$ cat config.mk
export PLATFORM = sky130hd
export DESIGN_NAME = rf_key_press_classifier
export DESIGN_NICKNAME = d
export VERILOG_FILES = /design/src/hw/rtl/rfkpc_pkg.sv /design/src/hw/rtl/rfkpc_core.sv /design/src/hw/rtl/rf_key_press_classifier.sv
export SDC_FILE = /design/constraint.sdc
export NUM_CORES = 1
export LEC_CHECK = 0
export BUFFER_PORTS_ARGS = -buffer_cell sky130_fd_sc_hd__buf_2
export CAP_MARGIN = 20
export CELL_PAD_IN_SITES_DETAIL_PLACEMENT = 1
export CELL_PAD_IN_SITES_GLOBAL_PLACEMENT = 2
export CORE_MARGIN = 2
export CORE_UTILIZATION = 37
export DETAILED_ROUTE_END_ITERATION = 12
export PLACE_DENSITY_LB_ADDON = 0.05
export SLEW_MARGIN = 20
export SYNTH_ARGS = -nofsm -noshare
export SYNTH_HDL_FRONTEND = slang
export SYNTH_SLANG_ARGS = --single-unit
$ cat constraint.sdc
create_clock -name clk -period 6.2 [get_ports clk]
set_input_delay 0.62 -clock clk [delete_from_list [all_inputs] [get_ports clk]]
set_output_delay 0.62 -clock clk [all_outputs]
set_load 0.1 [all_outputs]
$ cat src/hw/rtl/rfkpc_pkg.sv
// rfkpc_pkg: shared types and constants for the remote key press classifier
// holds phase and event codes, register map, reset values and the config bundle
// no dependencies
package rfkpc_pkg;

    localparam int KeyW   = 6;
    localparam int TickW  = 8;
    localparam int ResW   = 3;
    localparam int AddrW  = 5;
    localparam int DataW  = 32;

    localparam logic [KeyW-1:0] KeyMask = 6'h3F;

    // register map, index = paddr[4:2]
    localparam logic [2:0] RegGapLimit   = 3'd0;
    localparam logic [2:0] RegLongTime   = 3'd1;
    localparam logic [2:0] RegRepeatTime = 3'd2;
    localparam logic [2:0] RegDoubleMin  = 3'd3;
    localparam logic [2:0] RegDoubleMax  = 3'd4;
    localparam logic [2:0] RegIgnoreTime = 3'd5;

    localparam logic [TickW-1:0] GapLimitRst   = 8'd12;
    localparam logic [TickW-1:0] LongTimeRst   = 8'd75;
    localparam logic [TickW-1:0] RepeatTimeRst = 8'd90;
    localparam logic [TickW-1:0] DoubleMinRst  = 8'd5;
    localparam logic [TickW-1:0] DoubleMaxRst  = 8'd11;
    localparam logic [TickW-1:0] IgnoreTimeRst = 8'd22;

    typedef enum logic [2:0] {
        PH_IDLE   = 3'd0,
        PH_PRESS  = 3'd1,
        PH_LONG   = 3'd2,
        PH_WINDOW = 3'd3,
        PH_IGNORE = 3'd4
    } phase_t;

    typedef enum logic [ResW-1:0] {
        EV_SHORT   = 3'd0,
        EV_DOUBLE  = 3'd1,
        EV_LONG    = 3'd2,
        EV_CONT    = 3'd3,
        EV_RELEASE = 3'd4
    } event_t;

    typedef struct packed {
        logic [TickW-1:0] gap_limit;
        logic [TickW-1:0] long_time;
        logic [TickW-1:0] repeat_time;
        logic [TickW-1:0] double_min;
        logic [TickW-1:0] double_max;
        logic [TickW-1:0] ignore_time;
    } cfg_t;

    typedef struct packed {
        logic            valid;
        event_t          code;
        logic [KeyW-1:0] key;
    } result_t;

endpackage

$ cat src/hw/rtl/rfkpc_core.sv
// rfkpc_core: press state and single-pass classification of one beat
// depends on rfkpc_pkg
module rfkpc_core (
    input  logic                      clk,
    input  logic                      rst_n,
    input  logic                      fire,
    input  logic                      kind,
    input  logic [rfkpc_pkg::KeyW-1:0] key_code,
    input  logic                      addr_match,
    input  rfkpc_pkg::cfg_t           cfg,
    output rfkpc_pkg::result_t        res
);
    import rfkpc_pkg::*;

    phase_t           phase_reg,  phase_next;
    logic [KeyW-1:0]  held_reg,   held_next;
    logic [KeyW-1:0]  first_reg,  first_next;
    logic [TickW-1:0] gap_reg,    gap_next;
    logic [TickW-1:0] press_reg,  press_next;
    logic [TickW-1:0] window_reg, window_next;

    logic [TickW:0]   gap_inc;
    logic [TickW:0]   win_inc;
    logic [TickW:0]   press_sum;
    logic [TickW-1:0] press_acc;
    logic             end_press;

    assign gap_inc   = {1'b0, gap_reg} + 9'd1;
    assign win_inc   = {1'b0, window_reg} + 9'd1;
    assign press_sum = {1'b0, press_reg} + {1'b0, gap_reg};
    assign press_acc = press_sum[TickW] ? {TickW{1'b1}} : press_sum[TickW-1:0];

    always_comb
    begin
        phase_next  = phase_reg;
        held_next   = held_reg;
        first_next  = first_reg;
        gap_next    = gap_reg;
        press_next  = press_reg;
        window_next = window_reg;
        end_press   = 1'b0;
        res.valid   = 1'b0;
        res.code    = EV_SHORT;
        res.key     = '0;

        case (phase_reg)
            PH_IDLE:
            begin
                if (kind && addr_match)
                begin
                    phase_next = PH_PRESS;
                    held_next  = key_code;
                    gap_next   = '0;
                    press_next = '0;
                end
            end
            PH_PRESS, PH_LONG:
            begin
                if (!kind)
                begin
                    if (gap_inc <= {1'b0, cfg.gap_limit})
                        gap_next = gap_inc[TickW-1:0];
                    else
                        end_press = 1'b1;
                end
                else if (gap_reg <= cfg.gap_limit)
                begin
                    if (addr_match)
                    begin
                        // frame inside the gap extends the press
                        press_next = press_acc;
                        gap_next   = '0;
                        held_next  = key_code;
                        if (phase_reg == PH_PRESS)
                        begin
                            if (press_acc >= cfg.long_time)
                            begin
                                phase_next = PH_LONG;
                                res.valid  = 1'b1;
                                res.code   = EV_LONG;
                                res.key    = key_code;
                            end
                        end
                        else if (press_acc >= cfg.repeat_time)
                        begin
                            press_next = cfg.long_time;
                            res.valid  = 1'b1;
                            res.code   = EV_CONT;
                            res.key    = key_code;
                        end
                    end
                end
                else
                begin
                    end_press = 1'b1;
                end

                if (end_press)
                begin
                    held_next   = '0;
                    gap_next    = '0;
                    press_next  = '0;
                    window_next = '0;
                    if (phase_reg == PH_PRESS)
                    begin
                        first_next = held_reg;
                        phase_next = PH_WINDOW;
                    end
                    else
                    begin
                        phase_next = PH_IDLE;
                        res.valid  = 1'b1;
                        res.code   = EV_RELEASE;
                        res.key    = held_reg;
                    end
                end
            end
            PH_WINDOW:
            begin
                if (!kind)
                begin
                    if (win_inc > {1'b0, cfg.double_max})
                    begin
                        phase_next  = PH_IDLE;
                        held_next   = '0;
                        gap_next    = '0;
                        press_next  = '0;
                        window_next = '0;
                        res.valid   = 1'b1;
                        res.code    = EV_SHORT;
                        res.key     = first_reg;
                    end
                    else
                    begin
                        window_next = win_inc[TickW-1:0];
                    end
                end
                else if (window_reg > cfg.double_min)
                begin
                    held_next   = '0;
                    gap_next    = '0;
                    press_next  = '0;
                    window_next = '0;
                    res.valid   = 1'b1;
                    res.key     = first_reg;
                    if (addr_match && key_code == first_reg && window_reg < cfg.double_max)
                    begin
                        phase_next = (cfg.ignore_time != '0) ? PH_IGNORE : PH_IDLE;
                        res.code   = EV_DOUBLE;
                    end
                    else
                    begin
                        res.code = EV_SHORT;
                        if (addr_match)
                        begin
                            // the frame opens a new press
                            phase_next = PH_PRESS;
                            held_next  = key_code;
                        end
                        else
                        begin
                            phase_next = PH_IDLE;
                        end
                    end
                end
            end
            PH_IGNORE:
            begin
                if (!kind)
                begin
                    if (win_inc >= {1'b0, cfg.ignore_time})
                    begin
                        phase_next  = PH_IDLE;
                        held_next   = '0;
                        gap_next    = '0;
                        press_next  = '0;
                        window_next = '0;
                    end
                    else
                    begin
                        window_next = win_inc[TickW-1:0];
                    end
                end
            end
            default:
            begin
                phase_next  = PH_IDLE;
                held_next   = '0;
                gap_next    = '0;
                press_next  = '0;
                window_next = '0;
            end
        endcase
    end

    always_ff @(posedge clk or negedge rst_n)
    begin
        if (!rst_n)
        begin
            phase_reg  <= PH_IDLE;
            held_reg   <= '0;
            first_reg  <= '0;
            gap_reg    <= '0;
            press_reg  <= '0;
            window_reg <= '0;
        end
        else if (fire)
        begin
            phase_reg  <= phase_next;
            held_reg   <= held_next;
            first_reg  <= first_next;
            gap_reg    <= gap_next;
            press_reg  <= press_next;
            window_reg <= window_next;
        end
    end

    // idle always carries cleared counters
    a_idle_clear: assert property (@(posedge clk) disable iff (!rst_n)
        (phase_reg == PH_IDLE) |-> (gap_reg == '0 && press_reg == '0 && window_reg == '0))
        else $error("idle with live counters");

    // the window never carries press timing
    a_window_clear: assert property (@(posedge clk) disable iff (!rst_n)
        (phase_reg == PH_WINDOW) |-> (gap_reg == '0 && press_reg == '0))
        else $error("window with press timing");

    // state only moves on a processed beat
    a_hold: assert property (@(posedge clk) disable iff (!rst_n)
        !fire |=> $stable(phase_reg) && $stable(window_reg))
        else $error("state moved without a beat");

endmodule

$ cat src/hw/rtl/rf_key_press_classifier.sv
// rf_key_press_classifier: top level, apb register file, input and result registers
// depends on rfkpc_pkg and rfkpc_core
// an input beat is held in the input register, and its result in the result register
// throughput: one beat per cycle while out_ready is high; the core does one beat in one pass
// a beat that makes no event is consumed with no result beat
// reset: rst_n clears phase, counters and both valid flags; registers return to defaults
module rf_key_press_classifier (
    input  logic                        clk,
    input  logic                        rst_n,
    // input channel
    input  logic                        in_valid,
    output logic                        in_ready,
    input  logic                        kind,
    input  logic [rfkpc_pkg::KeyW-1:0]  key_code,
    input  logic                        addr_match,
    // result channel
    output logic                        out_valid,
    input  logic                        out_ready,
    output logic [rfkpc_pkg::ResW-1:0]  event_res,
    output logic [rfkpc_pkg::KeyW-1:0]  event_key,
    // apb configuration port
    input  logic                        psel,
    input  logic                        penable,
    input  logic                        pwrite,
    input  logic [rfkpc_pkg::AddrW-1:0] paddr,
    input  logic [rfkpc_pkg::DataW-1:0] pwdata,
    output logic [rfkpc_pkg::DataW-1:0] prdata,
    output logic                        pready
);
    import rfkpc_pkg::*;

    cfg_t             cfg_reg;
    logic             wr_en;
    logic [2:0]       reg_idx;

    logic             in_valid_reg;
    logic             kind_reg;
    logic [KeyW-1:0]  key_reg;
    logic             match_reg;

    logic             out_valid_reg;
    logic [ResW-1:0]  res_reg;
    logic [KeyW-1:0]  out_key_reg;

    logic             fire;
    result_t          core_res;

    // register file: write on the access phase, reads are combinational
    assign pready  = 1'b1;
    assign reg_idx = paddr[AddrW-1:2];
    assign wr_en   = psel && penable && pwrite;

    always_ff @(posedge clk or negedge rst_n)
    begin
        if (!rst_n)
        begin
            cfg_reg.gap_limit   <= GapLimitRst;
            cfg_reg.long_time   <= LongTimeRst;
            cfg_reg.repeat_time <= RepeatTimeRst;
            cfg_reg.double_min  <= DoubleMinRst;
            cfg_reg.double_max  <= DoubleMaxRst;
            cfg_reg.ignore_time <= IgnoreTimeRst;
        end
        else if (wr_en)
        begin
            case (reg_idx)
                RegGapLimit:   cfg_reg.gap_limit   <= pwdata[TickW-1:0];
                RegLongTime:   cfg_reg.long_time   <= pwdata[TickW-1:0];
                RegRepeatTime: cfg_reg.repeat_time <= pwdata[TickW-1:0];
                RegDoubleMin:  cfg_reg.double_min  <= pwdata[TickW-1:0];
                RegDoubleMax:  cfg_reg.double_max  <= pwdata[TickW-1:0];
                RegIgnoreTime: cfg_reg.ignore_time <= pwdata[TickW-1:0];
                default:       ;
            endcase
        end
    end

    always_comb
    begin
        prdata = '0;
        case (reg_idx)
            RegGapLimit:   prdata[TickW-1:0] = cfg_reg.gap_limit;
            RegLongTime:   prdata[TickW-1:0] = cfg_reg.long_time;
            RegRepeatTime: prdata[TickW-1:0] = cfg_reg.repeat_time;
            RegDoubleMin:  prdata[TickW-1:0] = cfg_reg.double_min;
            RegDoubleMax:  prdata[TickW-1:0] = cfg_reg.double_max;
            RegIgnoreTime: prdata[TickW-1:0] = cfg_reg.ignore_time;
            default:       prdata = '0;
        endcase
    end

    // the held beat is processed whenever the result register can take a new value;
    // a beat with no event still waits for that slot so results stay in order
    assign fire     = in_valid_reg && (!out_valid_reg || out_ready);
    assign in_ready = !in_valid_reg || fire;

    always_ff @(posedge clk or negedge rst_n)
    begin
        if (!rst_n)
            in_valid_reg <= 1'b0;
        else if (in_ready)
            in_valid_reg <= in_valid;
    end

    // input payload, no reset needed
    always_ff @(posedge clk)
    begin
        if (in_valid && in_ready)
        begin
            kind_reg  <= kind;
            key_reg   <= key_code;
            match_reg <= addr_match;
        end
    end

    rfkpc_core u_core (
        .clk        (clk),
        .rst_n      (rst_n),
        .fire       (fire),
        .kind       (kind_reg),
        .key_code   (key_reg),
        .addr_match (match_reg),
        .cfg        (cfg_reg),
        .res        (core_res)
    );

    // result register
    always_ff @(posedge clk or negedge rst_n)
    begin
        if (!rst_n)
            out_valid_reg <= 1'b0;
        else if (fire)
            out_valid_reg <= core_res.valid;
        else if (out_ready)
            out_valid_reg <= 1'b0;
    end

    always_ff @(posedge clk)
    begin
        if (fire && core_res.valid)
        begin
            res_reg     <= core_res.code;
            out_key_reg <= core_res.key;
        end
    end

    assign out_valid = out_valid_reg;
    assign event_res = res_reg;
    assign event_key = out_key_reg;

    // an accepted beat is always captured
    a_capture: assert property (@(posedge clk) disable iff (!rst_n)
        (in_valid && in_ready) |=> in_valid_reg)
        else $error("accepted beat lost");

    // a pending result is never overwritten by processing
    a_no_clobber: assert property (@(posedge clk) disable iff (!rst_n)
        fire |-> (!out_valid_reg || out_ready))
        else $error("result register overwritten");

    // a new result only appears after a processed beat
    a_result_src: assert property (@(posedge clk) disable iff (!rst_n)
        (out_valid_reg && !$past(out_valid_reg)) |-> $past(fire))
        else $error("result without a beat");

    // a stalled result keeps its value
    a_result_hold: assert property (@(posedge clk) disable iff (!rst_n)
        (out_valid_reg && !out_ready) |=> out_valid_reg && $stable(res_reg) && $stable(out_key_reg))
        else $error("stalled result changed");

endmodule

==> flow_metrics.env, run 1 <==
export IMPL_ir_drop_mv=0.138
export IMPL_setup_worst_path_start_class="flip-flop"
export IMPL_slew_violations=0
export IMPL_post_cts_buffers=0
export IMPL_yosysWarnings=0
export IMPL_fp_dieW_um=144
export IMPL_wire_per_inst_um=20.5
export IMPL_die_area_mm2=0.0208
export IMPL_setup_tns_ns=0
export IMPL_worst_slew_pin_slew_ns=0.944
export IMPL_synthCells=751
export IMPL_via_per_inst=5.43
export IMPL_cts_sinks=106
export IMPL_final_net_count=911
export IMPL_grt_pass1_wl_um=34600
export IMPL_largest_reg_flops=48
export IMPL_num_antenna_cells=0
export IMPL_crit_family="compound AO/OA/AOI/OAI gates"
export IMPL_synth_edf_count=17
export IMPL_ys_flop_type="dfrtp_1"
export IMPL_hpwl_um=16700
export IMPL_cts_root_buf="clkbuf_16"
export IMPL_met1_usage_pct=29.5
export IMPL_synthSimpleGateAreaFrac_pct=13.9
export IMPL_cts_buffers=9
export IMPL_syn_area_mm2=0.00726
export IMPL_synth_most_common_cell="ha_1"
export IMPL_grt_pass1_vias=6181
export IMPL_path_class="flip-flop to flip-flop"
export IMPL_synthXorXnorAreaFrac_pct=2.41
export IMPL_leakagePower_nw=3.70
export IMPL_firstDrtPassIters=4
export IMPL_outcome="complete, no violations"
export IMPL_max_freq_ghz=0.193
export IMPL_synthTopCellsByArea="dfrtp_1, ha_1, edfxtp_1"
export IMPL_synth_top_family_by_area="compound AO/OA/AOI/OAI gates"
export IMPL_grt_max_degree=47
export IMPL_critPathSlowestCell="o31a_1"
export IMPL_ys_top_cells_by_count="ha_1, dfrtp_1, nand2_1"
export IMPL_placed_area_mm2=0.00764
export IMPL_placementRows=51
export IMPL_synthArstFlopShare_pct=84.0
export IMPL_crit_required_ns=6.20
export IMPL_clk_pin_slew_ns=0.08
export IMPL_synthAdderAreaFrac_pct=13.0
export IMPL_yosys_area_top_type="dfrtp_1"
export IMPL_core_mm2=0.0193
export IMPL_final_area_mm2=0.00793
export IMPL_routed_wl_um=21600
export IMPL_power_density_mw_per_mm2=325
export IMPL_synth_top_cell_area_share_pct=24.5
export IMPL_total_power_mw=2.58
export IMPL_holdWs_ns=0.253
export IMPL_synth_compound_area_share_pct=17.9
export IMPL_io_buffer_count=44
export IMPL_cp_data_arrival_time_ns=5.18
export IMPL_gp_congestion=0.871
export IMPL_clockBufferDepth=2
export IMPL_hold_violations=0
export IMPL_crit_chain="ha_1 -> fa_1 -> a21oi_1 -> o211ai_1 -> or4_1 -> o21ai_1 -> o21ai_0 -> ha_1 -> o2111a_1 -> o31ai_1 -> a211oi_1 -> o21a_1 -> o31a_1"
export IMPL_area_growth_pct=9.18
export IMPL_drtAntennaViolNets=0
export IMPL_ys_ff_latch=106
export IMPL_synth_area_per_cell_um2=9.67
export IMPL_min_path_type="primary input to async pin"
export IMPL_grt_busiest_layer="met2"
export IMPL_overflow=0
export IMPL_antenna_found_initial=0
export IMPL_start_util_pct=37.6
export IMPL_drtIter0Drc=227
export IMPL_grt_use_total_pct=22.0
export IMPL_skew_ns=0.00967
export IMPL_fp_dieH_um=144
export IMPL_met3_usage_pct=2.75
export IMPL_rsz0062_at_grt="false"
export IMPL_synth_distinct_cells=68
export IMPL_via_count=5718
export IMPL_ios=96
export IMPL_fill_cells=2220
export IMPL_cpMostUsedCell="ha_1"
export IMPL_rrSetupSlack_ns=1.02
export IMPL_seq_area_frac_synth_pct=38.0
export IMPL_crit_fanout=10
export IMPL_met2_usage_pct=37.0
export IMPL_htree_levels=3
export IMPL_cts_hold_buf=0
export IMPL_drive_gt1_share_pct=17.0
export IMPL_setup_violations_final=0
export IMPL_cp_buffers_inverters=0
export IMPL_fin_crit_ns=5.18
export IMPL_clk_latency_ns=0.36
export IMPL_endpoint_kind="flip-flop"
export IMPL_synth_area_mux_share_pct=7.37
export IMPL_cts_resized=0
export IMPL_slowest_delay_ns=0.57
export IMPL_fin_crit_sh_pct=83.6
export IMPL_cts_tree="built"
export IMPL_slew_headroom_pct=36.8
export IMPL_route_detailed_drc=0
export IMPL_cap_viol_max_count=0
==> cells by family (layout without fill, tap and decap cells) <==
kind of cell	Yosys count	count (layout)
mux	46	46
flops	106	106
fa+ha+maj	75	75
buf+inv	112	127
simple gates	194	194
compound gates	196	196
xor+xnor	20	20
other cells	2	25
==> cell usage in the layout (no fill, tap or decap), types with 10 or more instances in the layout <==
| cell | netlist | layout |
|---|---|---|
| ha_1 | 74 | 74 |
| dfrtp_1 | 71 | 71 |
| nand2_1 | 68 | 68 |
| inv_1 | 62 | 62 |
| o21ai_0 | 62 | 62 |
| buf_2 | 0 | 43 |
| mux2_2 | 32 | 32 |
| nor2_1 | 28 | 28 |
| a21oi_1 | 26 | 26 |
| conb_1 | 2 | 25 |
| dfstp_2 | 18 | 18 |
| edfxtp_1 | 17 | 17 |
| nor2b_1 | 15 | 15 |
| xnor2_1 | 13 | 13 |
| a22oi_1 | 13 | 13 |
| nand3_1 | 12 | 12 |
| nand2b_1 | 12 | 12 |
| o21ai_1 | 11 | 11 |
| mux2i_1 | 10 | 10 |
==> where the power goes <==
| part | total, mW | internal, mW | switching (mW) |
|---|---|---|---|
| logic | 1.02 | 0.342 | 0.677 |
| registers | 0.979 | 0.852 | 0.128 |
| clock network | 0.580 | 0.282 | 0.299 |
| total | 2.58 | 1.48 | 1.10 |
==> final cells by class <==
class	count	area (um^2)	share of cell area (%)
Clock buffer	9	225	2.84
Timing Repair Buffer	49	260	3.28
Sequential cell	106	2760	34.8
Tap cell	265	332	4.18
Inverter	62	233	2.93
Multi-Input combinational cell	556	4060	51.2
Clock inverter	7	60.1	0.757
==> metrics by stage <==
stage | util (%) | instances | setup WS, ns
after floorplan | - | 774 | 1.94
after global placement | 39.5 | 1037 | 1.20
after detailed placement | 39.5 | 1037 | 1.08
after CTS | 41.0 | 1053 | 1.04
after global routing | 41.0 | 1054 | 0.774
final | 41.0 | 1054 | 1.02
==> per-layer routing <==
metal  vias up  part of all wire (%)
met3        31                   3.2
met2       109                    48
li1       2725                     -
met4         0                   2.2
met1      2853                    47
met5         -                     0
==> final timing paths <==
kind                                   start                end  cells past startpoint
setup / recovery           u_core.gap_reg[0]       event_res[0]                     13
hold / removal                         rst_n  u_core.gap_reg[4]                      1
setup reg to reg           u_core.gap_reg[0]       event_res[0]                     13
hold reg to reg                 in_valid_reg       in_valid_reg                      2
max in group asynchronous              rst_n        cfg_reg[12]                      2
min in group clk                 key_code[1]         key_reg[1]                      1
Power figures use the tool's default switching activity.
==> run 2, diff against run 1 <==
==> constraint.sdc (replaced) <==
create_clock -name clk -period 4.9 [get_ports clk]
set_input_delay 0.49 -clock clk [delete_from_list [all_inputs] [get_ports clk]]
set_output_delay 0.49 -clock clk [all_outputs]
set_load 0.1 [all_outputs]
==> run 2 against run 1 <==
Compared with the run above: cell count grew 0.38%; hold slack got worse by 0.11 ns; combinational power increased by 28%; first-iteration DRC count unchanged; count of clock-buffer cells in the layout unchanged; sequential share of layout area fell by 0.13 points; largest power group unchanged; highest routed layer unchanged.
==> flow_metrics.env, run 2 (synthesis results as in run 1) <==
export IMPL_outcome="complete, no violations"
export IMPL_cap_viol_max_count=0
export IMPL_largest_reg_flops=48
export IMPL_cts_buffers=9
export IMPL_slew_violations=0
export IMPL_ir_drop_mv=0.178
export IMPL_route_detailed_drc=0
export IMPL_p_clk_share_pct=22.2
export IMPL_via_count=5682
export IMPL_total_power_mw=3.27
export IMPL_gp_congestion=0.861
export IMPL_wire_per_inst_um=20.6
export IMPL_cts_tree="built"
export IMPL_layout_common_cells="ha_1, dfrtp_1, nand2_1"
export IMPL_io_buffer_count=44
export IMPL_netSwitchingPower_mw=1.39
export IMPL_die_area_mm2=0.0208
export IMPL_setup_worst_path_start_class="flip-flop"
export IMPL_slew_headroom_pct=39.5
export IMPL_final_net_count=915
export IMPL_power_density_mw_per_mm2=411
export IMPL_placed_area_mm2=0.00768
export IMPL_post_cts_buffers=0
export IMPL_antenna_found_initial=0
export IMPL_routed_wl_um=21700
export IMPL_rsz0062_at_grt="false"
export IMPL_met2_usage_pct=37.2
export IMPL_crit_chain="ha_1 -> fa_1 -> a21oi_1 -> o211ai_1 -> or4_1 -> o21ai_1 -> buf_4 -> nand2b_1 -> ha_1 -> o21ai_0 -> a21oi_1 -> o31ai_1 -> a21oi_1 -> o21a_1 -> o31a_2 -> or2_2"
export IMPL_firstDrtPassIters=5
export IMPL_core_mm2=0.0193
export IMPL_fin_crit_sh_pct=92.9
export IMPL_crit_family="compound AO/OA/AOI/OAI gates"
export IMPL_crit_required_ns=5.14
export IMPL_worst_slew_pin_slew_ns=0.904
export IMPL_path_class="flip-flop to flip-flop"
export IMPL_drtAntennaViolNets=0
export IMPL_grt_pass1_vias=6141
export IMPL_fill_cells=2229
export IMPL_met1_usage_pct=29.3
export IMPL_num_antenna_cells=0
export IMPL_crit_fanout=10
export IMPL_seqPwrFrac_pct=37.8
export IMPL_placementRows=51
export IMPL_comb_power_share_pct=40.1
export IMPL_met3_usage_pct=3.25
export IMPL_fin_crit_ns=4.55
export IMPL_critPathSlowestCell="o31a_2"
export IMPL_skew_ns=0.0151
export IMPL_clk_latency_ns=0.36
export IMPL_grt_max_degree=48
export IMPL_htree_levels=3
export IMPL_ios=96
export IMPL_final_area_mm2=0.00796
export IMPL_cp_data_arrival_time_ns=4.80
export IMPL_overflow=0
export IMPL_slowest_delay_ns=0.50
export IMPL_cts_root_buf="clkbuf_16"
export IMPL_hold_violations=0
export IMPL_leakagePower_nw=3.71
export IMPL_grt_pass1_wl_um=34600
export IMPL_start_util_pct=37.6
export IMPL_grt_use_total_pct=22.1
export IMPL_fp_dieW_um=144
export IMPL_setup_violations_final=0
export IMPL_clk_pin_slew_ns=0.08
export IMPL_drtIter0Drc=227
export IMPL_layout_commonest_cell="ha_1"
export IMPL_hpwl_um=17000
export IMPL_cpMostUsedCell="a21oi_1"
export IMPL_via_per_inst=5.37
export IMPL_placed_cells=1042
export IMPL_cts_sinks=106
export IMPL_max_freq_ghz=0.220
export IMPL_min_path_type="primary input to async pin"
export IMPL_power_internal_mw=1.88
export IMPL_endpoint_kind="flip-flop"
export IMPL_clockBufferDepth=2
export IMPL_swShare_pct=42.6
export IMPL_multi_input_area_mm2=0.00406
export IMPL_grt_busiest_layer="met2"
export IMPL_final_cells=1058
export IMPL_area_growth_pct=9.59
export IMPL_setup_tns_ns=0
export IMPL_drive_gt1_share_pct=17.5
export IMPL_final_seq_area_mm2=0.00276
export IMPL_cp_buffers_inverters=1
export IMPL_fp_dieH_um=144
run 2: cell count changes in the layout (fill, tap and decap cells not counted), sizes merged:
cell,delta
buf,+4
clkinvlp,+2
clkinv,-3
inv,+1
run 2: worst register-to-register path: cells and delay by family (launching register included):
family	cells	cell delay, ns
AO/OA/AOI/OAI	9	2.05
adder cells (fa/ha/maj)	3	0.94
AND/OR/NAND/NOR	3	0.88
flip-flops	1	0.38
buffers and inverters	1	0.17
run 2: through the flow:
step,util (%),setup slack (ns),hold WS (ns)
after floorplan,-,0.636,0.194
after global placement,39.7,0.360,0.497
after detailed placement,39.7,0.269,0.507
after CTS,41.2,0.231,0.176
after global routing,41.2,0.0103,0.187
final,41.2,0.347,0.144
run 2: path summary, 6_finish.rpt:
kind                                           from      endpoint  slack [ns]  cells past startpoint
max in group asynchronous                     rst_n   cfg_reg[10]        3.67                      2
worst max register to register  u_core.press_reg[0]     out_valid        0.35                     16
worst min-delay path                          rst_n   cfg_reg[29]        0.14                      1
min in group clk                        key_code[1]    key_reg[1]        0.30                      1
worst min register to register         in_valid_reg  in_valid_reg        0.52                      2
worst max-delay path            u_core.press_reg[0]     out_valid        0.35                     16
run 2: power groups by stage:
stage	clock network, mW	registers, mW	logic, mW
6_report	0.725	1.24	1.31
5_1_grt	0.786	1.26	1.45
4_1_cts	0.751	1.23	1.32
3_5_place_dp	0	1.25	1.31
3_3_place_gp	0	1.24	1.26
2_1_floorplan	0	1.20	0.974
run 2: area by class of cell:
type	instances	area share (%)
inverter	62	2.92
timing repair buffer	53	3.65
tap	265	4.16
multi-input combinational	556	51.0
clock inverter	7	0.739
sequential	106	34.7
clock buffer	9	2.83
run 2: repair_timing:
item                                    CTS  global route
gates resized for setup                   0             1
hold buffers                              0             0
endpoints found under the setup margin    0            10
run 2: routing by layer:
metal / vias up / share of wire [%]
met1: 2848 / 47
met4: 0 / 1.9
met5: - / 0
met2: 84 / 48
met3: 25 / 2.5
li1: 2725 / -
